## src/design/pidrm_pkg.sv

```systemverilog
package pidrm_pkg;

	// Field widths of the item channels
	localparam int CMD_W     = 2;
	localparam int SYSNO_W   = 12;
	localparam int VALUE_W   = 32;
	localparam int CHILD_W   = 22;
	localparam int KEY_W     = 31;
	localparam int CFG_IDX_W = 3;
	localparam int NUM_CALLS = 5;

	typedef enum logic [CMD_W-1:0] {
		CMD_STOP  = 2'd0,
		CMD_CHILD = 2'd1,
		CMD_CLEAR = 2'd2,
		CMD_RSVD  = 2'd3
	} cmd_t;

	typedef enum logic [CFG_IDX_W-1:0] {
		REG_GETPID  = 3'd0,
		REG_GETPPID = 3'd1,
		REG_GETTID  = 3'd2,
		REG_GETPGID = 3'd3,
		REG_GETSID  = 3'd4
	} reg_idx_t;

	localparam logic [SYSNO_W-1:0] CALL_RESET [NUM_CALLS] = '{
		12'd39, 12'd110, 12'd186, 12'd121, 12'd124
	};

	typedef enum logic [1:0] {
		ST_IDLE,
		ST_LOOKUP,
		ST_EMIT
	} top_state_t;

	typedef enum logic {
		LK_IDLE,
		LK_SCAN
	} lk_state_t;

	// Request from the control logic to the lookup engine
	typedef struct packed {
		logic             start;
		logic             clear;
		logic [KEY_W-1:0] key;
	} lk_req_t;

	// Completion report of the lookup engine
	typedef struct packed {
		logic done;
		logic full;
	} lk_rsp_t;

endpackage

```

## src/design/pidrm_ifs.sv

```systemverilog
interface pidrm_req_if;
	logic                                   valid;
	logic                                   ready;
	logic [pidrm_pkg::CMD_W-1:0]            command;
	logic [pidrm_pkg::SYSNO_W-1:0]          syscall_number;
	logic signed [pidrm_pkg::VALUE_W-1:0]   return_value;
	logic [pidrm_pkg::CHILD_W-1:0]          new_child_id;

	modport source (output valid, command, syscall_number, return_value, new_child_id,
		input ready);
	modport sink (input valid, command, syscall_number, return_value, new_child_id,
		output ready);
endinterface

interface pidrm_rsp_if;
	logic                                   valid;
	logic                                   ready;
	logic signed [pidrm_pkg::VALUE_W-1:0]   result_value;
	logic                                   rewritten;
	logic                                   table_full;
	logic                                   exit_stop;

	modport source (output valid, result_value, rewritten, table_full, exit_stop,
		input ready);
	modport sink (input valid, result_value, rewritten, table_full, exit_stop,
		output ready);
endinterface

interface pidrm_cfg_if;
	logic                              valid;
	logic                              ready;
	logic [pidrm_pkg::CFG_IDX_W-1:0]   index;
	logic [pidrm_pkg::SYSNO_W-1:0]     data;

	modport source (output valid, index, data, input ready);
	modport sink (input valid, index, data, output ready);
endinterface

```

## src/design/process_id_remap_table.sv

```systemverilog
// Process identifier remap table. Each input item is a syscall stop, a
// new-child announcement, a table clear or an unused command, and each
// yields exactly one result item. Syscall stops alternate between entry
// and exit; on an exit stop whose number equals one of the five identity
// calls held in the configuration registers, a positive return value is
// replaced by its virtual identifier (its position in the table plus one),
// and a new child is likewise given the next free virtual identifier. The
// identifiers live in a single-port-read, single-port-write memory of
// TABLE_DEPTH entries that is searched from the start, one entry per cycle.
// An item that needs no search goes from acceptance through the emit state
// into the output register; an item that searches passes through the
// lookup state first, and the search ends at a hit or once every filled
// entry has been compared. The block then returns to idle to take the next
// item, so it handles one item at a time; a result that the consumer has
// not yet taken holds the next one back, and the input waits for as long as
// that lasts. The memory needs no clearing after reset: only entries below
// the fill count are ever read.
// When the table is full the real value passes through and table_full is
// set. Configuration writes are accepted at any time but must only be
// issued while the block is idle; a write to an index beyond the five
// registers is accepted and ignored.
module process_id_remap_table #(
	parameter int TABLE_DEPTH = 64
) (
	input  logic         clk,
	input  logic         arst_n,
	pidrm_req_if.sink    req,
	pidrm_rsp_if.source  rsp,
	pidrm_cfg_if.sink    cfg
);

	localparam int CNT_W = $clog2(TABLE_DEPTH + 1);

	// Control state
	pidrm_pkg::top_state_t state_q;
	pidrm_pkg::top_state_t state_d;
	logic                  inside_q;
	logic                  out_valid_q;

	// Identity call numbers, written through the configuration channel
	logic [pidrm_pkg::SYSNO_W-1:0] call_q [pidrm_pkg::NUM_CALLS];

	// Result under construction, then the output register that holds it
	// until the consumer takes it.
	logic signed [pidrm_pkg::VALUE_W-1:0] res_value_q;
	logic                                 res_rew_q;
	logic                                 res_full_q;
	logic                                 res_exit_q;
	logic                                 lk_stop_q;
	logic signed [pidrm_pkg::VALUE_W-1:0] out_value_q;
	logic                                 out_rew_q;
	logic                                 out_full_q;
	logic                                 out_exit_q;

	pidrm_pkg::lk_req_t lk_req;
	pidrm_pkg::lk_rsp_t lk_rsp;
	logic [CNT_W-1:0]   lk_vid;

	logic accept;
	logic call_match;
	logic ret_positive;
	logic is_stop;
	logic is_child;
	logic stop_lookup;
	logic child_lookup;
	logic load_out;

	// Decode of the incoming item. A lookup is needed for an exit stop of a
	// matching call with a positive return value, or for a non-zero child.
	always_comb begin
		call_match = 1'b0;
		for (int k = 0; k < pidrm_pkg::NUM_CALLS; k++) begin
			if (call_q[k] == req.syscall_number) begin
				call_match = 1'b1;
			end
		end
		ret_positive = (req.return_value > 0);
		is_stop      = (req.command == pidrm_pkg::CMD_STOP);
		is_child     = (req.command == pidrm_pkg::CMD_CHILD);
		stop_lookup  = is_stop && inside_q && call_match && ret_positive;
		child_lookup = is_child && (req.new_child_id != '0);
	end

	// Next state and handshake
	always_comb begin
		state_d      = state_q;
		req.ready    = 1'b0;
		load_out     = 1'b0;
		lk_req.start = 1'b0;
		lk_req.clear = 1'b0;
		lk_req.key   = is_child ? pidrm_pkg::KEY_W'(req.new_child_id)
			: req.return_value[pidrm_pkg::KEY_W-1:0];
		accept       = 1'b0;
		case (state_q)
			pidrm_pkg::ST_IDLE: begin
				req.ready = 1'b1;
				accept    = req.valid;
				if (req.valid) begin
					lk_req.clear = (req.command == pidrm_pkg::CMD_CLEAR);
					if (stop_lookup || child_lookup) begin
						lk_req.start = 1'b1;
						state_d      = pidrm_pkg::ST_LOOKUP;
					end else begin
						state_d = pidrm_pkg::ST_EMIT;
					end
				end
			end
			pidrm_pkg::ST_LOOKUP: begin
				if (lk_rsp.done) begin
					state_d = pidrm_pkg::ST_EMIT;
				end
			end
			pidrm_pkg::ST_EMIT: begin
				// The output register is free, or is being emptied this cycle.
				if (!out_valid_q || rsp.ready) begin
					load_out = 1'b1;
					state_d  = pidrm_pkg::ST_IDLE;
				end
			end
			default: begin
				state_d = pidrm_pkg::ST_IDLE;
			end
		endcase
	end

	always_ff @(posedge clk or negedge arst_n) begin
		if (!arst_n) begin
			state_q     <= pidrm_pkg::ST_IDLE;
			inside_q    <= 1'b0;
			out_valid_q <= 1'b0;
			for (int k = 0; k < pidrm_pkg::NUM_CALLS; k++) begin
				call_q[k] <= pidrm_pkg::CALL_RESET[k];
			end
		end else begin
			state_q <= state_d;
			if (accept && is_stop) begin
				inside_q <= !inside_q;
			end
			if (load_out) begin
				out_valid_q <= 1'b1;
			end else if (rsp.ready) begin
				out_valid_q <= 1'b0;
			end
			if (cfg.valid && (cfg.index < pidrm_pkg::CFG_IDX_W'(pidrm_pkg::NUM_CALLS))) begin
				call_q[cfg.index] <= cfg.data;
			end
		end
	end

	// Result fields. At acceptance the pass-through outcome is recorded; a
	// lookup then either substitutes the virtual identifier or flags a full
	// table, leaving the real value in place.
	always_ff @(posedge clk) begin
		if (accept) begin
			lk_stop_q  <= is_stop;
			res_rew_q  <= 1'b0;
			res_full_q <= 1'b0;
			res_exit_q <= is_stop && inside_q;
			if (is_stop) begin
				res_value_q <= req.return_value;
			end else if (is_child) begin
				res_value_q <= pidrm_pkg::VALUE_W'(req.new_child_id);
			end else begin
				res_value_q <= '0;
			end
		end else if ((state_q == pidrm_pkg::ST_LOOKUP) && lk_rsp.done) begin
			if (lk_rsp.full) begin
				res_full_q <= 1'b1;
			end else begin
				res_value_q <= pidrm_pkg::VALUE_W'(lk_vid);
				res_rew_q   <= lk_stop_q;
			end
		end
		if (load_out) begin
			out_value_q <= res_value_q;
			out_rew_q   <= res_rew_q;
			out_full_q  <= res_full_q;
			out_exit_q  <= res_exit_q;
		end
	end

	pidrm_lookup #(
		.TABLE_DEPTH (TABLE_DEPTH)
	) u_lookup (
		.clk    (clk),
		.arst_n (arst_n),
		.req    (lk_req),
		.rsp    (lk_rsp),
		.vid    (lk_vid)
	);

	assign cfg.ready        = 1'b1;
	assign rsp.valid        = out_valid_q;
	assign rsp.result_value = out_value_q;
	assign rsp.rewritten    = out_rew_q;
	assign rsp.table_full   = out_full_q;
	assign rsp.exit_stop    = out_exit_q;

endmodule

```

## src/design/pidrm_lookup.sv

```systemverilog
// Lookup engine: scans the identifier memory one entry per cycle and
// appends the key when it is not found and a free entry remains.
module pidrm_lookup #(
	parameter int TABLE_DEPTH = 64
) (
	input  logic                                  clk,
	input  logic                                  arst_n,
	input  pidrm_pkg::lk_req_t                    req,
	output pidrm_pkg::lk_rsp_t                    rsp,
	output logic [$clog2(TABLE_DEPTH+1)-1:0]      vid
);

	localparam int CNT_W = $clog2(TABLE_DEPTH + 1);
	localparam int IDX_W = (TABLE_DEPTH > 1) ? $clog2(TABLE_DEPTH) : 1;
	localparam logic [CNT_W-1:0] DEPTH_C = CNT_W'(TABLE_DEPTH);

	logic [pidrm_pkg::KEY_W-1:0] mem [TABLE_DEPTH];

	pidrm_pkg::lk_state_t        state_q;
	logic [CNT_W-1:0]            count_q;
	logic [CNT_W-1:0]            issue_q;
	logic [pidrm_pkg::KEY_W-1:0] key_q;
	logic                        cmp_vld_s1;
	logic [IDX_W-1:0]            cmp_idx_s1;
	logic [pidrm_pkg::KEY_W-1:0] rdata_s1;

	logic scanning;
	logic hit;
	logic last_cmp;
	logic do_read;
	logic finish_hit;
	logic finish_miss;
	logic do_insert;

	always_comb begin
		scanning    = (state_q == pidrm_pkg::LK_SCAN);
		hit         = cmp_vld_s1 && (rdata_s1 == key_q);
		last_cmp    = cmp_vld_s1 && (CNT_W'(cmp_idx_s1) == count_q - CNT_W'(1));
		do_read     = scanning && !hit && (issue_q < count_q);
		finish_hit  = scanning && hit;
		finish_miss = scanning && !hit && ((count_q == '0) || last_cmp);
		do_insert   = finish_miss && (count_q != DEPTH_C);
		rsp.done    = finish_hit || finish_miss;
		rsp.full    = finish_miss && !do_insert;
		vid         = finish_hit ? CNT_W'(cmp_idx_s1) + CNT_W'(1) : count_q + CNT_W'(1);
	end

	always_ff @(posedge clk or negedge arst_n) begin
		if (!arst_n) begin
			state_q    <= pidrm_pkg::LK_IDLE;
			count_q    <= '0;
			cmp_vld_s1 <= 1'b0;
		end else begin
			cmp_vld_s1 <= do_read;
			if (req.clear) begin
				count_q <= '0;
			end else if (do_insert) begin
				count_q <= count_q + CNT_W'(1);
			end
			case (state_q)
				pidrm_pkg::LK_IDLE: begin
					if (req.start) begin
						state_q <= pidrm_pkg::LK_SCAN;
					end
				end
				pidrm_pkg::LK_SCAN: begin
					if (finish_hit || finish_miss) begin
						state_q <= pidrm_pkg::LK_IDLE;
					end
				end
				default: begin
					state_q <= pidrm_pkg::LK_IDLE;
				end
			endcase
		end
	end

	always_ff @(posedge clk) begin
		if (req.start) begin
			key_q   <= req.key;
			issue_q <= '0;
		end else if (do_read) begin
			issue_q <= issue_q + CNT_W'(1);
		end
		cmp_idx_s1 <= issue_q[IDX_W-1:0];
	end

	// Memory: one read port, one write port, registered read data.
	always_ff @(posedge clk) begin
		if (do_read) begin
			rdata_s1 <= mem[issue_q[IDX_W-1:0]];
		end
		if (do_insert) begin
			mem[count_q[IDX_W-1:0]] <= key_q;
		end
	end

endmodule

```

## src/flat_wrapper.sv

```systemverilog
// flat-port wrapper written by rule: the top's interface ports become plain ports
module process_id_remap_table_flat 
#(
	parameter int TABLE_DEPTH = 64
)
  (clk, arst_n, req_valid, req_command, req_syscall_number, req_return_value, req_new_child_id, req_ready, rsp_valid, rsp_result_value, rsp_rewritten, rsp_table_full, rsp_exit_stop, rsp_ready, cfg_valid, cfg_index, cfg_data, cfg_ready);
  pidrm_req_if req_i ();
  pidrm_rsp_if rsp_i ();
  pidrm_cfg_if cfg_i ();
  input  logic clk;
  input  logic arst_n;
  input wire logic [$bits(req_i.valid)-1:0] req_valid;
  input wire logic [$bits(req_i.command)-1:0] req_command;
  input wire logic [$bits(req_i.syscall_number)-1:0] req_syscall_number;
  input wire logic [$bits(req_i.return_value)-1:0] req_return_value;
  input wire logic [$bits(req_i.new_child_id)-1:0] req_new_child_id;
  output wire logic [$bits(req_i.ready)-1:0] req_ready;
  output wire logic [$bits(rsp_i.valid)-1:0] rsp_valid;
  output wire logic [$bits(rsp_i.result_value)-1:0] rsp_result_value;
  output wire logic [$bits(rsp_i.rewritten)-1:0] rsp_rewritten;
  output wire logic [$bits(rsp_i.table_full)-1:0] rsp_table_full;
  output wire logic [$bits(rsp_i.exit_stop)-1:0] rsp_exit_stop;
  input wire logic [$bits(rsp_i.ready)-1:0] rsp_ready;
  input wire logic [$bits(cfg_i.valid)-1:0] cfg_valid;
  input wire logic [$bits(cfg_i.index)-1:0] cfg_index;
  input wire logic [$bits(cfg_i.data)-1:0] cfg_data;
  output wire logic [$bits(cfg_i.ready)-1:0] cfg_ready;
  assign req_i.valid = req_valid;
  assign req_i.command = req_command;
  assign req_i.syscall_number = req_syscall_number;
  assign req_i.return_value = req_return_value;
  assign req_i.new_child_id = req_new_child_id;
  assign req_ready = req_i.ready;
  assign rsp_valid = rsp_i.valid;
  assign rsp_result_value = rsp_i.result_value;
  assign rsp_rewritten = rsp_i.rewritten;
  assign rsp_table_full = rsp_i.table_full;
  assign rsp_exit_stop = rsp_i.exit_stop;
  assign rsp_i.ready = rsp_ready;
  assign cfg_i.valid = cfg_valid;
  assign cfg_i.index = cfg_index;
  assign cfg_i.data = cfg_data;
  assign cfg_ready = cfg_i.ready;
  process_id_remap_table #(.TABLE_DEPTH(TABLE_DEPTH)) u_core (.clk(clk), .arst_n(arst_n), .req(req_i), .rsp(rsp_i), .cfg(cfg_i));
endmodule
```

## config.mk

```make
export PLATFORM = sky130hd
export DESIGN_NAME = process_id_remap_table_flat
export DESIGN_NICKNAME = d
export VERILOG_FILES = /design/src/design/pidrm_pkg.sv /design/src/design/pidrm_ifs.sv /design/src/design/process_id_remap_table.sv /design/src/design/pidrm_lookup.sv /design/src/flat_wrapper.sv
export SDC_FILE = /design/constraint.sdc
export NUM_CORES = 2
export LEC_CHECK = 0
export BUFFER_PORTS_ARGS = -buffer_cell sky130_fd_sc_hd__buf_2
export CAP_MARGIN = 20
export CORE_ASPECT_RATIO = 0.5
export CORE_MARGIN = 1.5
export CORE_UTILIZATION = 45
export CTS_CLUSTER_DIAMETER = 50
export DETAILED_ROUTE_END_ITERATION = 10
export MAX_ROUTING_LAYER = met4
export PLACE_DENSITY = 0.62
export SLEW_MARGIN = 10
export SYNTH_ARGS = -nofsm -noshare
export SYNTH_HDL_FRONTEND = slang
export SYNTH_SLANG_ARGS = --single-unit
```

## constraint.sdc

```tcl
create_clock -name clk -period 8.35 [get_ports clk]
set_input_delay 1.2525 -clock clk [delete_from_list [all_inputs] [get_ports clk]]
set_output_delay 1.2525 -clock clk [all_outputs]
set_load 0.01 [all_outputs]
```

==> results.py <==
metrics = {
    "run_status": {
        "status": "complete, no violations",
    },
    "worst_setup_path": {
        "arrival_ns": 5.55,
        "path_max_fanout": 44,
        "r2r-start": "u_core.u_lookup.key_q[27]",
        "cp-end-kind": "flip-flop",
        "critPathLaunchType": "flip-flop",
        "crit_start": "u_core.u_lookup.key_q[27]",
        "worstPathRequired_ns": 8.83,
        "worst-setup-path-type": "reg2reg",
    },
    "sta": {
        "setup_violations": 0,
        "max-slew-margin-rel_pct": 21.3,
        "max_freq_mhz": 197,
        "finalMaxSlewViolations": 0,
        "hold_viol": 0,
        "timing.final.crit_share_pct": 60.7,
        "timing.hold.ws_ns": 0.414,
        "tightest_slew_ns": 1.18,
        "min_period_ns": 5.07,
        "grt_setup_unrepaired": "false",
        "finalSetupTns_ns": 0,
        "fin_skew_ns": 0.0988,
    },
    "detailed_routing": {
        "drc_errors": 0,
        "drtIter0Drc": 5185,
        "routedWlPerCell_um": 31.5,
        "wirelength_um": 207000,
        "via_per_inst": 6.06,
        "ant_nets": 0,
        "drt-pass1-iter-count": 6,
        "num_vias": 39685,
    },
    "floorplan": {
        "die_h_um": 311,
        "initial_core_util_pct": 45.6,
        "io_pins": 126,
        "core_mm2": 0.188,
        "row_count": 112,
        "die_area_mm2": 0.193,
        "die_w_um": 620,
    },
    "finish": {
        "drive_gt1_share_pct": 34.5,
        "layout.nets": 3984,
        "layout.cells.non_filler": 6551,
        "area_growth_pct": 12.4,
        "postLayoutCellArea_mm2": 0.0961,
    },
    "global_routing": {
        "antenna_found_initial": 19,
        "grt_max_degree": 137,
        "track_usage_pct": 22.1,
        "overflow": 0,
        "grt_pass1_wl_um": 294000,
        "grt_pass1_vias": 39677,
    },
    "placed_design": {
        "place_congestion": 0.901,
        "numPlacedInstances": 6193,
        "dp_hpwl_um": 122000,
        "port_buffers": 124,
        "place_area_mm2": 0.0900,
    },
    "power": {
        "p_per_area_mw_per_mm2": 295,
        "vdd_ir_drop_max_uv": 281,
        "p_leak_uw": 0.0296,
    },
    "clock_network": {
        "numClockSinks": 2203,
        "cts_tree": "yes",
        "post_cts_resized": 0,
        "cts.hold.buffers_added": 0,
        "root_buffer": "clkbuf_16",
        "cts_inserted_buffers": 195,
        "post_cts_buffers": 0,
        "clk-insertion-delay-late_ns": 0.87,
        "cts_buffer_depth": 4,
        "clk_pin_slew_ns": 0.06,
        "ctsHtreeMaxLevel": 4,
    },
    "logic_synthesis": {
        "synth_area_mm2": 0.0855,
        "async_reset_ff_share_pct": 3.31,
        "synth-seq-area-share_pct": 76.8,
        "synth_top_area_share_pct": 74.3,
        "synth_ff_type": "edfxtp_1",
        "synth-edff-count": 2115,
        "postSynthCellCount": 3615,
        "ys.warnings.count": 0,
        "syn_avg_cell_area_um2": 23.7,
        "ys_seq_elements": 2203,
        "netlist_top_cells_area": "edfxtp_1, mux4_2, dfrtp_1",
        "yosysTopAreaCell": "edfxtp_1",
        "yosysMostFrequentCell": "edfxtp_1",
        "synth_cell_types": 61,
        "syn-num-nets": 3713,
        "synthTopCellsByCount": "edfxtp_1, mux4_2, clkbuf_1, xnor2_1, mux2_2",
    },
    "worst_hold_path": {
        "min_path_type": "reg2reg",
        "hp-start": "u_core.res_value_q[20]",
    },
    "flow_run": {
        "maxCapViolCount": 0,
    },
}
## per-stage QoR
step                setup slack [ns]  total power, uW  util (%)
CTS                             3.14            28500      51.2
finish                          3.28            28300      51.2
global route                    3.06            29300      51.2
floorplan                       2.38            17400         -
global placement                3.36            19800      48.0
detailed placement              3.22            19800      48.0
## layer usage
| layer | track usage (%) | vias to the layer above | part of all wire, % | routed length [um] |
|---|---|---|---|---|
| met5 | - | - | 0 | 0 |
| met4 | 5.71 | 0 | 2.6 | 5470 |
| li1 | - | 16047 | - | - |
| met2 | 31.7 | 1705 | 45 | 93700 |
| met1 | 32.4 | 21675 | 43 | 89100 |
| met3 | 4.67 | 258 | 8.9 | 18300 |
## power breakdown
group          internal [uW]  total [uW]  switching (uW)
sequential             12300       12600             337
combinational           3270        6950            3680
clock                   4840        8750            3910
## area by class of cell
class	instances	area, um^2
inverters	15	56.3
fillers	14352	91500
clock buffers	248	5240
well taps	2508	3140
clock inverters	100	835
multi-input cells	1194	19300
repair buffers	277	1870
diodes	6	15.0
flip-flops and latches	2203	65700
## kinds of logic (layout without fill, tap and decap cells)
family / count (synthesis) / after routing / share of synthesized area, %
compound gates: 75 / 75 / 0.638
xor+xnor: 106 / 106 / 1.09
simple gates: 248 / 248 / 1.68
fa+ha+maj: 10 / 10 / 0.146
flops: 2203 / 2203 / 76.8
other cells: 1 / 7 / 0.00438
mux: 754 / 754 / 18.5
buf+inv: 218 / 640 / 1.20
## final timing paths
path | slack, ns | end | cells past startpoint
hold reg to reg | 0.41 | u_core.rsp.result_value[20] | 0
setup reg to reg | 3.28 | u_core.u_lookup.mem[32][21] | 8
min in group asynchronous | 0.46 | u_core.call_q[54] | 1
max in group asynchronous | 6.82 | u_core.call_q[46] | 2
hold / removal | 0.41 | u_core.rsp.result_value[20] | 0
setup / recovery | 3.28 | u_core.u_lookup.mem[32][21] | 8
## registers in the layout (all words and copies together) (netlist names), 2 cells and up
signal                      count
u_core.u_lookup.cmp_idx_s1      6
u_core.u_lookup.key_q          31
u_core.call_q                  60
u_core.u_lookup.count_q         7
u_core.rsp.result_value        32
u_core.u_lookup.rdata_s1       31
u_core.res_value_q             32
u_core.state_q                  2
u_core.u_lookup.mem          1984
u_core.u_lookup.issue_q         7
## placed cells by master, fill, tap and decap left out, types with 9 or more instances in the layout
master     instances
edfxtp_1        2115
mux4_2           651
clkbuf_16        199
buf_4            145
buf_2            123
xnor2_1           88
mux2_2            83
dfrtp_1           49
clkbuf_1          41
clkinv_1          40
nand4_1           33
nand2_1           33
clkinv_2          33
nor3_2            31
nor4_2            27
dfstp_2           24
mux2i_1           20
xor2_1            18
nand3_1           17
a22o_1            15
and3_1            14
nor4_1            14
a21oi_1           13
nor3_4            13
bufinv_16         13
inv_1             12
nor2_1            11
or4_1             10
o21ai_0           10
nor3_1            10
nor2b_1           10
ha_1              10
dfxtp_1            9
## critical path, cell delays in order (launching register included)
cell	delay [ns]
edfxtp_1	0.74
xnor2_1	0.51
nand4_1	0.15
or4_1	0.68
o21ai_2	0.71
a211o_4	0.70
buf_4	0.60
nor3_2	0.18
buf_4	0.33
No activity file was read; power rests on OpenSTA's default activity.
